==> src/rtl/olt_pkg.sv <==
// Shared types and constants of the ordered list table.
`default_nettype none

package olt_pkg;

	localparam int DEPTH_DEF = 16;
	localparam int VAL_W     = 32;
	localparam int POS_W     = 4;
	localparam int CNT_W     = 5;

	typedef enum logic [2:0] {
		REQ_FRONT  = 3'd0,
		REQ_APPEND = 3'd1,
		REQ_SEARCH = 3'd2,
		REQ_DELETE = 3'd3,
		REQ_CLEAR  = 3'd4
	} req_t;

	typedef enum logic [1:0] {
		ST_OK        = 2'd0,
		ST_NOT_FOUND = 2'd1,
		ST_FULL      = 2'd2
	} status_t;

	typedef enum logic [2:0] {
		S_IDLE,
		S_SHIFT_UP,
		S_FRONT_WR,
		S_SCAN,
		S_SHIFT_DN,
		S_RESULT
	} state_t;

endpackage

`default_nettype wire

==> src/rtl/ordered_list_table.sv <==
// Top level of the ordered list table: request sequencer around the entry RAM.
//
// A bounded ordered list of signed 32-bit values held in a DEPTH-entry RAM plus
// an entry count; entry 0 is the front. Each request transfer (kind in s_tuser,
// value or key in s_tdata) yields exactly one result transfer (status, position
// of the match, count afterwards). Requests are handled one at a time. Append,
// clear, unused codes and rejected inserts skip to the result state; a front
// insert, search or delete on a non-empty list walks it one entry per cycle on
// the entry RAM's single read port, to find the key and move the entries that
// follow up or down one place. A new request is taken while an earlier result
// still waits in the output register. No clearing pass is needed after reset.
`default_nettype none

module ordered_list_table #(
	parameter int DEPTH = olt_pkg::DEPTH_DEF
) (
	input  wire logic        clk,
	input  wire logic        arst_n,
	input  wire logic        s_tvalid,
	output logic             s_tready,
	input  wire logic [31:0] s_tdata,  // [31:0] value
	input  wire logic [2:0]  s_tuser,  // [2:0] req_type
	output logic             m_tvalid,
	input  wire logic        m_tready,
	output logic      [15:0] m_tdata   // [1:0] status, [5:2] position, [10:6] entry_count
);

	localparam int AW  = (DEPTH > 1) ? $clog2(DEPTH) : 1;
	localparam int CW  = $clog2(DEPTH + 1);
	localparam int XW  = (AW > olt_pkg::POS_W) ? AW : olt_pkg::POS_W;
	localparam int CXW = (CW > olt_pkg::CNT_W) ? CW : olt_pkg::CNT_W;

	olt_pkg::state_t  state_q, state_nx;
	logic [CW-1:0]    count_q;
	logic [2:0]       req_q;
	logic [31:0]      val_q;
	logic             rd_on_q;
	logic [AW-1:0]    ptr_q;
	logic             v_s1;
	logic [AW-1:0]    idx_s1;
	olt_pkg::status_t st_q;
	logic [3:0]       pos_q;
	logic             m_tvalid_q;
	logic [15:0]      m_tdata_q;

	logic             ram_we;
	logic [AW-1:0]    ram_waddr;
	logic [31:0]      ram_wdata;
	logic [31:0]      ram_rdata;

	logic             acc, full, empty, hit, at_end, rd_last, slot_free, issue;
	logic [CW-1:0]    last_cnt;
	logic [XW-1:0]    idx_x;
	logic [CXW-1:0]   cnt_x;

	olt_ram #(
		.WIDTH(olt_pkg::VAL_W),
		.DEPTH(DEPTH)
	) u_entries (
		.clk  (clk),
		.we   (ram_we),
		.waddr(ram_waddr),
		.wdata(ram_wdata),
		.raddr(ptr_q),
		.rdata(ram_rdata)
	);

	assign acc       = s_tvalid && s_tready;
	assign full      = count_q == CW'(DEPTH);
	assign empty     = count_q == '0;
	assign last_cnt  = count_q - 1'b1;
	assign hit       = v_s1 && (ram_rdata == val_q);
	assign at_end    = CW'(idx_s1) == last_cnt;
	assign slot_free = !m_tvalid_q || m_tready;
	assign issue     = rd_on_q;
	assign idx_x     = XW'(idx_s1);
	assign cnt_x     = CXW'(count_q);
	// last read of a sweep: front insert walks down to entry 0, others up to the tail
	assign rd_last   = (state_q == olt_pkg::S_SHIFT_UP) ? (ptr_q == '0)
	                                                    : (CW'(ptr_q) == last_cnt);

	assign m_tvalid  = m_tvalid_q;
	assign m_tdata   = m_tdata_q;

	// next state
	always_comb begin
		state_nx = state_q;
		unique case (state_q)
			olt_pkg::S_IDLE: begin
				if (acc) begin
					unique case (s_tuser)
						olt_pkg::REQ_FRONT:
							state_nx = (full || empty) ? olt_pkg::S_RESULT
							                           : olt_pkg::S_SHIFT_UP;
						olt_pkg::REQ_SEARCH, olt_pkg::REQ_DELETE:
							state_nx = empty ? olt_pkg::S_RESULT : olt_pkg::S_SCAN;
						default:
							state_nx = olt_pkg::S_RESULT;
					endcase
				end
			end
			olt_pkg::S_SHIFT_UP: begin
				if (v_s1 && idx_s1 == '0) begin
					state_nx = olt_pkg::S_FRONT_WR;
				end
			end
			olt_pkg::S_FRONT_WR: state_nx = olt_pkg::S_RESULT;
			olt_pkg::S_SCAN: begin
				priority if (hit) begin
					state_nx = (req_q == olt_pkg::REQ_DELETE && !at_end)
					           ? olt_pkg::S_SHIFT_DN : olt_pkg::S_RESULT;
				end else if (v_s1 && at_end) begin
					state_nx = olt_pkg::S_RESULT;
				end else begin
					state_nx = olt_pkg::S_SCAN;
				end
			end
			olt_pkg::S_SHIFT_DN: begin
				if (v_s1 && at_end) begin
					state_nx = olt_pkg::S_RESULT;
				end
			end
			olt_pkg::S_RESULT: begin
				if (slot_free) begin
					state_nx = olt_pkg::S_IDLE;
				end
			end
			default: state_nx = olt_pkg::S_IDLE;
		endcase
	end

	// RAM write port and input handshake
	always_comb begin
		s_tready  = state_q == olt_pkg::S_IDLE;
		ram_we    = 1'b0;
		ram_waddr = '0;
		ram_wdata = s_tdata;
		unique case (state_q)
			olt_pkg::S_IDLE: begin
				if (acc && !full) begin
					if (s_tuser == olt_pkg::REQ_APPEND) begin
						ram_we    = 1'b1;
						ram_waddr = AW'(count_q);
					end else if (s_tuser == olt_pkg::REQ_FRONT && empty) begin
						ram_we    = 1'b1;
					end
				end
			end
			olt_pkg::S_SHIFT_UP: begin
				ram_we    = v_s1;
				ram_waddr = idx_s1 + 1'b1;
				ram_wdata = ram_rdata;
			end
			olt_pkg::S_FRONT_WR: begin
				ram_we    = 1'b1;
				ram_wdata = val_q;
			end
			olt_pkg::S_SHIFT_DN: begin
				ram_we    = v_s1;
				ram_waddr = idx_s1 - 1'b1;
				ram_wdata = ram_rdata;
			end
			default: begin
				ram_we = 1'b0;
			end
		endcase
	end

	// control registers
	always_ff @(posedge clk or negedge arst_n) begin
		if (!arst_n) begin
			state_q    <= olt_pkg::S_IDLE;
			count_q    <= '0;
			rd_on_q    <= 1'b0;
			v_s1       <= 1'b0;
			m_tvalid_q <= 1'b0;
		end else begin
			state_q <= state_nx;
			v_s1    <= issue && !(state_q == olt_pkg::S_SCAN && hit);
			unique case (state_q)
				olt_pkg::S_IDLE: begin
					if (acc) begin
						unique case (s_tuser)
							olt_pkg::REQ_FRONT: begin
								if (!full && empty) begin
									count_q <= count_q + 1'b1;
								end
								rd_on_q <= !full && !empty;
							end
							olt_pkg::REQ_APPEND: begin
								if (!full) begin
									count_q <= count_q + 1'b1;
								end
							end
							olt_pkg::REQ_SEARCH, olt_pkg::REQ_DELETE: rd_on_q <= !empty;
							olt_pkg::REQ_CLEAR: count_q <= '0;
							default: ;
						endcase
					end
				end
				olt_pkg::S_SHIFT_UP: begin
					if (issue && rd_last) begin
						rd_on_q <= 1'b0;
					end
				end
				olt_pkg::S_FRONT_WR: count_q <= count_q + 1'b1;
				olt_pkg::S_SCAN: begin
					if (hit) begin
						// restart the sweep just behind the match for a delete
						rd_on_q <= req_q == olt_pkg::REQ_DELETE && !at_end;
						if (req_q == olt_pkg::REQ_DELETE && at_end) begin
							count_q <= count_q - 1'b1;
						end
					end else if (issue && rd_last) begin
						rd_on_q <= 1'b0;
					end
				end
				olt_pkg::S_SHIFT_DN: begin
					if (issue && rd_last) begin
						rd_on_q <= 1'b0;
					end
					if (v_s1 && at_end) begin
						count_q <= count_q - 1'b1;
					end
				end
				default: ;
			endcase
			if (state_q == olt_pkg::S_RESULT && slot_free) begin
				m_tvalid_q <= 1'b1;
			end else if (m_tready) begin
				m_tvalid_q <= 1'b0;
			end
		end
	end

	// payload registers
	always_ff @(posedge clk) begin
		idx_s1 <= ptr_q;
		unique case (state_q)
			olt_pkg::S_IDLE: begin
				if (acc) begin
					req_q <= s_tuser;
					val_q <= s_tdata;
					pos_q <= '0;
					ptr_q <= (s_tuser == olt_pkg::REQ_FRONT) ? AW'(last_cnt) : '0;
					priority if ((s_tuser == olt_pkg::REQ_FRONT ||
					              s_tuser == olt_pkg::REQ_APPEND) && full) begin
						st_q <= olt_pkg::ST_FULL;
					end else if ((s_tuser == olt_pkg::REQ_SEARCH ||
					              s_tuser == olt_pkg::REQ_DELETE) && empty) begin
						st_q <= olt_pkg::ST_NOT_FOUND;
					end else begin
						st_q <= olt_pkg::ST_OK;
					end
				end
			end
			olt_pkg::S_SHIFT_UP: begin
				if (issue) begin
					ptr_q <= ptr_q - 1'b1;
				end
			end
			olt_pkg::S_SCAN: begin
				if (hit) begin
					pos_q <= idx_x[3:0];
					ptr_q <= idx_s1 + 1'b1;
				end else begin
					if (v_s1 && at_end) begin
						st_q <= olt_pkg::ST_NOT_FOUND;
					end
					if (issue) begin
						ptr_q <= ptr_q + 1'b1;
					end
				end
			end
			olt_pkg::S_SHIFT_DN: begin
				if (issue) begin
					ptr_q <= ptr_q + 1'b1;
				end
			end
			default: ;
		endcase
		if (state_q == olt_pkg::S_RESULT && slot_free) begin
			m_tdata_q <= {5'd0, cnt_x[4:0], pos_q, st_q};
		end
	end

	// no read left in flight once the sequencer is back to taking requests
	a_idle_quiet: assert property (@(posedge clk) disable iff (!arst_n)
		s_tready |-> (!v_s1 && !rd_on_q))
		else $error("read sweep still active while idle");

	// count holds, moves by one, or drops to zero on clear
	a_count_step: assert property (@(posedge clk) disable iff (!arst_n)
		1'b1 |=> (count_q == $past(count_q) || count_q == $past(count_q) + 1'b1 ||
		          count_q == $past(count_q) - 1'b1 || count_q == '0))
		else $error("entry count jumped");

	// count never passes the capacity
	a_count_max: assert property (@(posedge clk) disable iff (!arst_n)
		count_q <= CW'(DEPTH))
		else $error("entry count above capacity");

	// a shift never writes the entry being read in the same cycle
	a_no_rw_clash: assert property (@(posedge clk) disable iff (!arst_n)
		(ram_we && issue) |-> (ram_waddr != ptr_q))
		else $error("write and read hit the same entry");

	// a result is loaded only from the result state
	a_result_load: assert property (@(posedge clk) disable iff (!arst_n)
		$rose(m_tvalid_q) |-> $past(state_q == olt_pkg::S_RESULT))
		else $error("result presented outside the result state");

endmodule

`default_nettype wire

==> src/rtl/olt_ram.sv <==
// Generic single-write, single-read RAM with registered read data.
`default_nettype none

module olt_ram #(
	parameter int WIDTH = 32,
	parameter int DEPTH = 16,
	localparam int AW = (DEPTH > 1) ? $clog2(DEPTH) : 1
) (
	input  wire logic             clk,
	input  wire logic             we,
	input  wire logic [AW-1:0]    waddr,
	input  wire logic [WIDTH-1:0] wdata,
	input  wire logic [AW-1:0]    raddr,
	output logic      [WIDTH-1:0] rdata
);

	logic [WIDTH-1:0] mem [DEPTH];

	always_ff @(posedge clk) begin
		if (we) begin
			mem[waddr] <= wdata;
		end
		rdata <= mem[raddr];
	end

endmodule

`default_nettype wire

==> config.mk <==
export PLATFORM = sky130hd
export DESIGN_NAME = ordered_list_table
export DESIGN_NICKNAME = d
export VERILOG_FILES = /design/src/rtl/olt_pkg.sv /design/src/rtl/ordered_list_table.sv /design/src/rtl/olt_ram.sv
export SDC_FILE = /design/constraint.sdc
export NUM_CORES = 1
export LEC_CHECK = 0
export CAP_MARGIN = 20
export CORE_ASPECT_RATIO = 1.25
export CORE_MARGIN = 2
export CORE_UTILIZATION = 63
export CTS_CLUSTER_DIAMETER = 80
export DETAILED_ROUTE_END_ITERATION = 8
export DONT_BUFFER_PORTS = 1
export PLACE_DENSITY_LB_ADDON = 0.08
export SETUP_SLACK_MARGIN = 0.15
export SLEW_MARGIN = 20
export SYNTH_ARGS = -nofsm -noshare
export SYNTH_HDL_FRONTEND = slang
export SYNTH_SLANG_ARGS = --single-unit
==> constraint.sdc <==
create_clock -name clk -period 5.7 [get_ports clk]
set_input_delay 0.855 -clock clk [delete_from_list [all_inputs] [get_ports clk]]
set_output_delay 0.855 -clock clk [all_outputs]
set_load 0.05 [all_outputs]
==> flow_summary.ini, run 1 <==
[clock_network]
clk_path_buf_depth = 3
clk_pin_slew_worst_paths_ps = 70
cts-root-buf = clkbuf_16
clock-sinks = 615
numCtsBuffers = 56
cts-htree-levels = 2
clk_latency_ps = 600
cts_tree = done

[synthesis]
synth_compound_area_share_pct = 4.68
syn-cell-area_um2 = 24500
netlist_instances = 1276
synthMuxAreaShare_pct = 14.7
synth-simple-area-share_pct = 3.26
ys.flop_type = edfxtp_1
synth_xor_area_share_pct = 1.77
avgSynthCellArea_um2 = 19.2
synth_top_family_by_area = multiplexers
yosys_warnings = 0
seq_area_frac_synth_pct = 73.6
ys_seq_elements = 615
synth_edf_count = 568
async_reset_ff_share_pct = 1.79
synth_fa_ha_area_share_pct = 0.408
synthDistinctLibCells = 62

[layout]
final_nets = 1347
drive_gt1_share_pct = 23.6
num-fill-cells = 2304
stdcell_area_um2 = 27300
area_delta_synth_final_pct = 11.1

[routing]
antenna_left = 0
viasPerCell = 6.82
vias = 12500
wl_per_cell_um = 30.3
drc_errors = 0
drtIter0Drc = 1436
drtPass1Iterations = 5
wirelength_um = 55800

[power_and_ir_drop]
p_leak_nw = 8.57
p_per_area_nw_per_um2 = 608
peakVddDrop_mv = 0.581
finalPower_mw = 16.6

[die]
rows = 80
dieHeight_um = 225
core-area_um2 = 38300
die_x_um = 181
start_util_pct = 64.0
die_area_um2 = 40500
io_pins = 57

[worst_setup_path]
required_ps = 5980
worst_setup_path_end_kind = flip-flop
worstSetupPathType = flip-flop to flip-flop
cp-start-kind = flip-flop
regToRegSetupSlack_ps = 1640
crit_fanout = 37
worstPathArrival_ps = 4340

[grt]
overflow = 0
grt_use_total_pct = 28.1
antenna_found_initial = 1
grt_start_max_net_pins = 136
grt_pass1_wl_um = 82600
grt_pass1_vias = 12400

[sta]
slew_headroom_pct = 27.2
hold_violations = 0
setup_violations = 0
clock.fmax_mhz = 246
setup_tns_ps = 0
finalClockSkew_ps = 23.5
post-route-min-period_ps = 4060
worstMarginPinSlew_ps = 1090
report.final.slew_viol_count = 0
rsz0062_at_grt = false
period_share_pct = 71.2

[min_path]
hp-class = input port to flip-flop

[run_status]
run_status = finished, final reports clean

[job]
maxCapViolCount = 0

[place]
io_buffer_count = 0
dpl-instance-area_um2 = 25400
place_hpwl_um = 34500
finalWeightedCongestion = 0.907
cells in the final DEF, fill, tap and decap left out, types with 4 or more instances in the layout:
cell type	synthesis	routed
a211o_1	5	5
a21oi_1	51	39
a21oi_2	0	11
a31oi_1	6	6
buf_12	0	7
buf_16	0	4
buf_4	5	27
clkbuf_1	58	22
clkbuf_16	0	57
clkbuf_8	0	9
clkinv_1	0	4
clkinv_2	0	6
conb_1	1	5
dfrtp_1	11	11
dfxtp_1	36	36
edfxtp_1	568	568
ha_1	8	8
inv_1	16	15
mux4_2	160	160
nand2_1	43	43
nand2b_1	10	10
nand3_1	15	15
nand4_1	9	9
nor2_1	40	28
nor2_4	0	12
nor2b_1	4	4
nor3_1	13	9
nor3_2	0	4
nor4_1	6	6
o211ai_1	5	5
o21ai_0	21	21
o22ai_1	67	67
o31ai_1	5	5
xnor2_1	26	25
xor2_1	21	21
cells in the mapped netlist (all sizes together), types with 2 or more instances:
library cell | count | area (µm²)
a211o | 5 | 43.8
a211oi | 3 | 22.5
a21oi | 51 | 255
a22o | 3 | 26.3
a22oi | 3 | 27.5
a31oi | 6 | 37.5
and2 | 5 | 35.0
and3 | 3 | 18.8
and4 | 2 | 17.5
buf | 20 | 96.4
clkbuf | 59 | 223
dfrtp | 11 | 275
dfxtp | 36 | 721
edfxtp | 568 | 17100
ha | 8 | 100
inv | 17 | 63.8
mux4 | 160 | 3600
nand2 | 43 | 161
nand2b | 10 | 62.6
nand3 | 15 | 75.1
nand3b | 2 | 15.0
nand4 | 9 | 56.3
nor2 | 40 | 150
nor2b | 4 | 25.0
nor3 | 13 | 65.1
nor4 | 6 | 37.5
nor4b | 3 | 26.3
o211ai | 5 | 37.5
o21ai | 23 | 115
o22ai | 67 | 419
o31ai | 5 | 37.5
or2 | 2 | 15.0
or4 | 3 | 22.5
xnor2 | 26 | 228
xor2 | 21 | 184
cell families (layout without fill, tap and decap cells):
logic type	Yosys count	count (layout)
fa+ha+maj	8	8
simple gates	162	162
other cells	1	6
compound gates	185	185
buf+inv	96	163
mux	161	161
flops	615	615
xor+xnor	48	48
sequential cells by signal (all words and copies together), names as in the netlist:
signal and flops:
req_q 3, state_q 3, issue 1, m_tvalid 1
u_entries.rdata 32, idx_s1 4, cnt_x 5, val_q 32
m_tdata 11, pos_q 4, v_s1 1, ptr_q 4
u_entries.mem 512, st_q 2
through the flow:
step                      utilization [%]  hold WS (ps)  worst slack [ps]  instances
after floorplan                         -           346               856       1280
after global placement               65.8           400              1810       1723
after detailed placement             66.4           408              1810       1732
after CTS                            71.0           326              1770       1838
after global routing                 71.1           329              1430       1839
final                                71.1           342              1640       1840
layout make-up:
cell class	instances	area (µm²)	share of cell area [%]
sequential	615	18100	66.2
multi-input combinational	569	6280	23.1
clock buffer	88	1630	5.99
timing repair buffer	41	485	1.78
clock inverter	17	126	0.464
inverter	17	63.8	0.234
tap	492	616	2.26
antenna	1	2.50	0.00918
repair_timing:
| item | CTS | global route |
|---|---|---|
| setup buffers | 0 | 0 |
| hold buffers | 1 | 0 |
| hold endpoints to repair | 11 | 0 |
| gates resized for setup | 0 | 0 |
per-layer routing:
layer | vias to the layer above | routed length (µm) | global-route usage (%)
li1 | 5293 | - | -
met1 | 6601 | 22000 | 39.0
met2 | 553 | 28300 | 46.7
met3 | 93 | 4150 | 5.33
met4 | 0 | 1350 | 7.96
met5 | - | 0 | 0
worst max-delay path, stage by stage, from the launching register on:
cell,delay (ps)
dfrtp_1,610
inv_2,780
nand3_1,270
o31ai_1,270
a211o_1,350
nand2b_1,300
nor2_4,760
buf_4,380
power breakdown:
| part | switching, mW | internal, mW |
|---|---|---|
| sequential | 0.547 | 6.82 |
| clock | 1.59 | 2.01 |
| combinational | 3.46 | 2.14 |
path summary, 6_finish.rpt:
kind	startpoint	endpoint	cells past startpoint
max in group asynchronous	arst_n	m_tvalid	1
min in group asynchronous	arst_n	state_q[1]	1
min	s_tdata[29]	val_q[29]	0
max	state_q[1]	u_entries.mem[10][12]	7
max reg2reg	state_q[1]	u_entries.mem[10][12]	7
min reg2reg	pos_q[0]	m_tdata[2]	0
Note: power is estimated with default switching activity, not from simulation.
==> inputs of run 2 (changes only) <==
==> constraint.sdc (replaced) <==
create_clock -name clk -period 4.2 [get_ports clk]
set_input_delay 0.63 -clock clk [delete_from_list [all_inputs] [get_ports clk]]
set_output_delay 0.63 -clock clk [all_outputs]
set_load 0.05 [all_outputs]
==> run 2 against run 1 <==
Critical path depth is 2 higher. Cell count is 1.6% higher. Global-route usage is 0.36 points higher. Non-clock buffer count is 34 higher. Design area is 0.54% higher. Highest routed layer unchanged.
==> flow_summary.ini, run 2 (synthesis gave the netlist of run 1 again) <==
[run_status]
run_status = finished, final reports clean

[clock_network]
clk_path_buf_depth = 3
postCtsSetupBuffers = 0
numCtsBuffers = 56
cts_tree = done
clk_pin_slew_worst_paths_ps = 60
cts-root-buf = clkbuf_16
cts-htree-levels = 2
clk_latency_ps = 590
clock-sinks = 615
cts_resized = 0
cts_hold_buffers = 1

[routing]
wirelength_um = 56200
antenna_left = 0
drtPass1Iterations = 5
viasPerCell = 6.77
vias = 12700
drtIter0Drc = 1164
wl_per_cell_um = 30.1
drc_errors = 0

[layout]
seq_area_um2 = 18100
layout_commonest_cell = edfxtp_1
antenna_cells_inserted = 0
final_util_pct = 71.5
num-fill-cells = 2296
final_nets = 1381
drive_gt1_share_pct = 25.3
mostFrequentLayoutCells = edfxtp_1 (568), mux4_2 (160), buf_4 (68)
top_regs = u_entries.mem x512, u_entries.rdata x32, val_q x32
multi_input_area_um2 = 6280
area_delta_synth_final_pct = 11.7
largest_reg_flops = 512
top_register = u_entries.mem

[sta]
period_share_pct = 82.5
slew_headroom_pct = 28.3
setup_violations = 0
setup_tns_ps = 0
hold_ws_ps = 132
report.final.slew_viol_count = 0
worstMarginPinSlew_ps = 1080
rsz0062_at_grt = false
hold_violations = 0
finalClockSkew_ps = 27.8
clock.fmax_mhz = 289
post-route-min-period_ps = 3470

[worst_setup_path]
cp-start-kind = flip-flop
r2r_start = cnt_x[0]
worst_setup_path_end_kind = flip-flop
crit_fanout = 32
regToRegSetupSlack_ps = 730
reg2reg_to = u_entries.mem[12][9]
worstSetupPathType = flip-flop to flip-flop
slowest_stage = nor4b_1
worstPathArrival_ps = 3670
path_cells = inv_1 > ha_1 > nor4b_1 > a21o_1 > a21oi_1 > a311oi_1 > nand2_1 > nor2_4 > buf_4
slowest_delay_ps = 530
r2r_cells = 9
required_ps = 4410

[die]
io_pins = 57
start_util_pct = 64.0
rows = 80
die_x_um = 181
die_area_um2 = 40500
core-area_um2 = 38300
dieHeight_um = 225

[grt]
antenna_found_initial = 0
grt_start_max_net_pins = 112
grt_use_total_pct = 28.4
grt_pass1_vias = 12800
grt_pass1_wl_um = 83400
overflow = 0

[job]
maxCapViolCount = 0

[min_path]
min_to = req_q[1]
min_delay_path_depth = 0
hp-class = input port to flip-flop
hold_start = s_tuser[1]

[place]
io_buffer_count = 0
place_hpwl_um = 33700
finalWeightedCongestion = 0.899

[power_and_ir_drop]
p_leak_nw = 8.71
p_per_area_nw_per_um2 = 831
peakVddDrop_mv = 0.715
run 2: how the worst max path moves through the flow:
| stage | from | endpoint | slack [ps] | cells past startpoint |
|---|---|---|---|---|
| global route | cnt_x[0] | u_entries.mem[12][9] | 520 | 9 |
| CTS | cnt_x[0] | u_entries.mem[12][16] | 840 | 9 |
| detailed placement | cnt_x[0] | u_entries.mem[12][14] | 880 | 9 |
| floorplan | state_q[0] | u_entries.mem[14][0] | 340 | 7 |
| finish | cnt_x[0] | u_entries.mem[12][9] | 730 | 9 |
| global placement | state_q[2] | u_entries.mem[15][14] | 920 | 9 |
run 2: stage by stage:
| stage | cells | setup WS, ps | power (mW) | cell area, µm² |
|---|---|---|---|---|
| finish | 1869 | 735 | 22.8 | 27400 |
| global route | 1869 | 519 | 23.7 | 27400 |
| CTS | 1868 | 835 | 22.9 | 27400 |
| detailed placement | 1766 | 881 | 18.0 | 25600 |
| global placement | 1766 | 924 | 17.8 | 25600 |
| floorplan | 1280 | 344 | 15.0 | 24600 |
run 2: layer usage:
metal / vias up / routed length [µm] / GRT usage (%)
li1: 5364 / - / -
met1: 6647 / 21500 / 37.7
met2: 516 / 28700 / 47.5
met3: 130 / 3500 / 5.17
met4: 0 / 2430 / 11.7
met5: - / 0 / 0
run 2: layout make-up:
| type | instances | area share [%] |
|---|---|---|
| inverter | 17 | 0.233 |
| timing repair buffer | 75 | 2.29 |
| tap | 492 | 2.25 |
| clock buffer | 70 | 5.45 |
| sequential | 615 | 65.9 |
| clock inverter | 31 | 1.02 |
| multi-input combinational | 569 | 22.9 |
run 2: power by group:
group / total (mW) / switching, mW / internal [mW]
combinational: 7.86 / 4.73 / 3.14
sequential: 9.97 / 0.760 / 9.21
clock: 4.93 / 2.12 / 2.82
total: 22.8 / 7.60 / 15.2
run 2: worst max-delay path: cells and delay by family (launching register included):
kind	cells	cell delay (ps)
flops	1	520
compound gates	3	600
simple gates	3	1050
fa+ha+maj	1	210
buf+inv	2	680
==> inputs of run 3 (changes only) <==
==> constraint.sdc (replaced) <==
create_clock -name clk -period 3.6 [get_ports clk]
set_input_delay 0.54 -clock clk [delete_from_list [all_inputs] [get_ports clk]]
set_output_delay 0.54 -clock clk [all_outputs]
set_load 0.05 [all_outputs]
==> run 3 against run 2 <==
Design area rose by 1.8%. Cell count rose by 1.3%. Critical path depth is 1 lower. Combinational power up 28%. Maximum frequency up 13%. Global-route usage grew 0.99 points. Worst setup slack lost 190 ps. Register-to-register slack got worse by 190 ps. Die area unchanged.
==> flow_summary.ini, run 3 (synthesis gave the netlist of run 1 again) <==
[worst_setup_path]
r2r_start = state_q[0]
worstSetupPathType = flip-flop to flip-flop
worstPathArrival_ps = 3310
worst_setup_path_end_kind = flip-flop
r2r_cells = 8
cp-start-kind = flip-flop
crit_fanout = 32
reg2reg_to = u_entries.mem[0][8]
crit_path_end = u_entries.mem[0][8]
slowest_stage = dfrtp_1
path_cells = nor2_1 > nor4b_1 > buf_4 > a21oi_1 > a311oi_1 > nand2_1 > nor3_4 > buf_12
regToRegSetupSlack_ps = 550
startpoint = state_q[0]
slowest_delay_ps = 470
required_ps = 3850

[sta]
slew_headroom_pct = 28.4
report.final.slew_viol_count = 0
rsz0062_at_grt = false
worstMarginPinSlew_ps = 1070
clock.fmax_mhz = 327
post-route-min-period_ps = 3050
period_share_pct = 84.9
timing.final.ws_setup_ps = 545
finalClockSkew_ps = 30.7
hold_violations = 0
setup_violations = 0
hold_ws_ps = 36.4

[die]
dieHeight_um = 225
rows = 80
io_pins = 57
die_x_um = 181
die_area_um2 = 40500
core-area_um2 = 38300
start_util_pct = 64.0

[routing]
wl_per_cell_um = 30.7
drtIter0Drc = 1521
wirelength_um = 58200
vias = 13000
drtPass1Iterations = 7
antenna_left = 0
viasPerCell = 6.86
drc_errors = 0

[clock_network]
cts_hold_buffers = 1
cts_tree = done
cts_resized = 0
clk_path_buf_depth = 3
clk_latency_ps = 590
clock-sinks = 615
cts-htree-levels = 2
clk_pin_slew_worst_paths_ps = 70
numCtsBuffers = 55
postCtsSetupBuffers = 0
cts-root-buf = clkbuf_16

[power_and_ir_drop]
p_per_area_nw_per_um2 = 994
p_leak_nw = 8.91
peakVddDrop_mv = 0.691

[grt]
grt_use_total_pct = 29.4
grt_pass1_wl_um = 86100
overflow = 0
antenna_found_initial = 4
grt_start_max_net_pins = 38
grt_pass1_vias = 13000

[layout]
antenna_cells_inserted = 0
area_delta_synth_final_pct = 13.7
largest_reg_flops = 512
mostFrequentLayoutCells = edfxtp_1 (568), mux4_2 (160), buf_4 (80)
top_regs = u_entries.mem x512, u_entries.rdata x32, val_q x32
final_nets = 1405
num-fill-cells = 2228
final_util_pct = 72.8
top_register = u_entries.mem
drive_gt1_share_pct = 26.6
layout_commonest_cell = edfxtp_1

[min_path]
hp-class = input port to flip-flop

[run_status]
run_status = finished, final reports clean

[place]
place_hpwl_um = 37600
io_buffer_count = 0
place_ws_ps = 614
finalWeightedCongestion = 0.911

[job]
maxCapViolCount = 0
[run 3: cell types whose count changed in the layout (fill, tap and decap cells not counted)]
cell and change:
buf_8 +1, a21oi_1 +2, buf_16 +1, buf_4 +12, clkinv_2 -13, clkinv_4 +1, buf_12 +12, clkbuf_4 -1
a21oi_2 -2, clkbuf_1 +1, clkbuf_8 +6, bufinv_16 +2, clkinv_1 -3, clkinvlp_4 +6
[run 3: metal layers]
layer | track usage (%) | wire [µm] | vias up | share of wire [%]
li1 | - | - | 5419 | -
met1 | 42.7 | 22200 | 6764 | 38
met2 | 44.8 | 27600 | 694 | 47
met3 | 8.60 | 6920 | 107 | 12
met4 | 8.19 | 1530 | 2 | 2.6
met5 | 0 | 13 | - | 0.022
[run 3: power breakdown]
| group | internal (mW) | total, mW | leakage, nW | switching [mW] |
|---|---|---|---|---|
| Sequential | 10.7 | 11.5 | 5.54 | 0.805 |
| Clock | 3.57 | 6.09 | 0.907 | 2.52 |
| Combinational | 3.96 | 10.1 | 2.46 | 6.11 |
| Total | 18.3 | 27.7 | 8.91 | 9.44 |
[run 3: critical path: cells and delay by family (launching register included)]
| kind | cells | cell delay (ps) |
|---|---|---|
| buf+inv | 2 | 500 |
| flops | 1 | 470 |
| compound gates | 2 | 320 |
| simple gates | 4 | 1380 |
[run 3: through the flow]
step	cell area, µm²	instances	power [mW]	TNS (ps)
finish	27900	1894	27.7	0
global route	27900	1894	28.8	0
CTS	27900	1894	27.7	0
detailed placement	26000	1792	21.6	0
global placement	25900	1790	21.3	0
floorplan	24600	1280	17.5	-81720
[run 3: worst min-delay path by stage]
stage / cells after the start / startpoint / slack [ps] / endpoint
3_5_place_dp: 0 / arst_n / 240 / m_tvalid
4_1_cts: 0 / s_tdata[28] / 30 / val_q[28]
2_1_floorplan: 0 / arst_n / 240 / cnt_x[0]
6_report: 0 / s_tdata[28] / 40 / val_q[28]
3_3_place_gp: 0 / arst_n / 240 / issue
5_1_grt: 0 / s_tdata[28] / 30 / val_q[28]
[run 3: final cells by class]
class / instances / area, µm² / area share, %
clock buffers: 77 / 1580 / 5.67
clock inverters: 24 / 317 / 1.13
inverters: 17 / 63.8 / 0.229
multi-input cells: 569 / 6270 / 22.5
flip-flops and latches: 615 / 18100 / 64.7
well taps: 492 / 616 / 2.21
repair buffers: 100 / 993 / 3.56
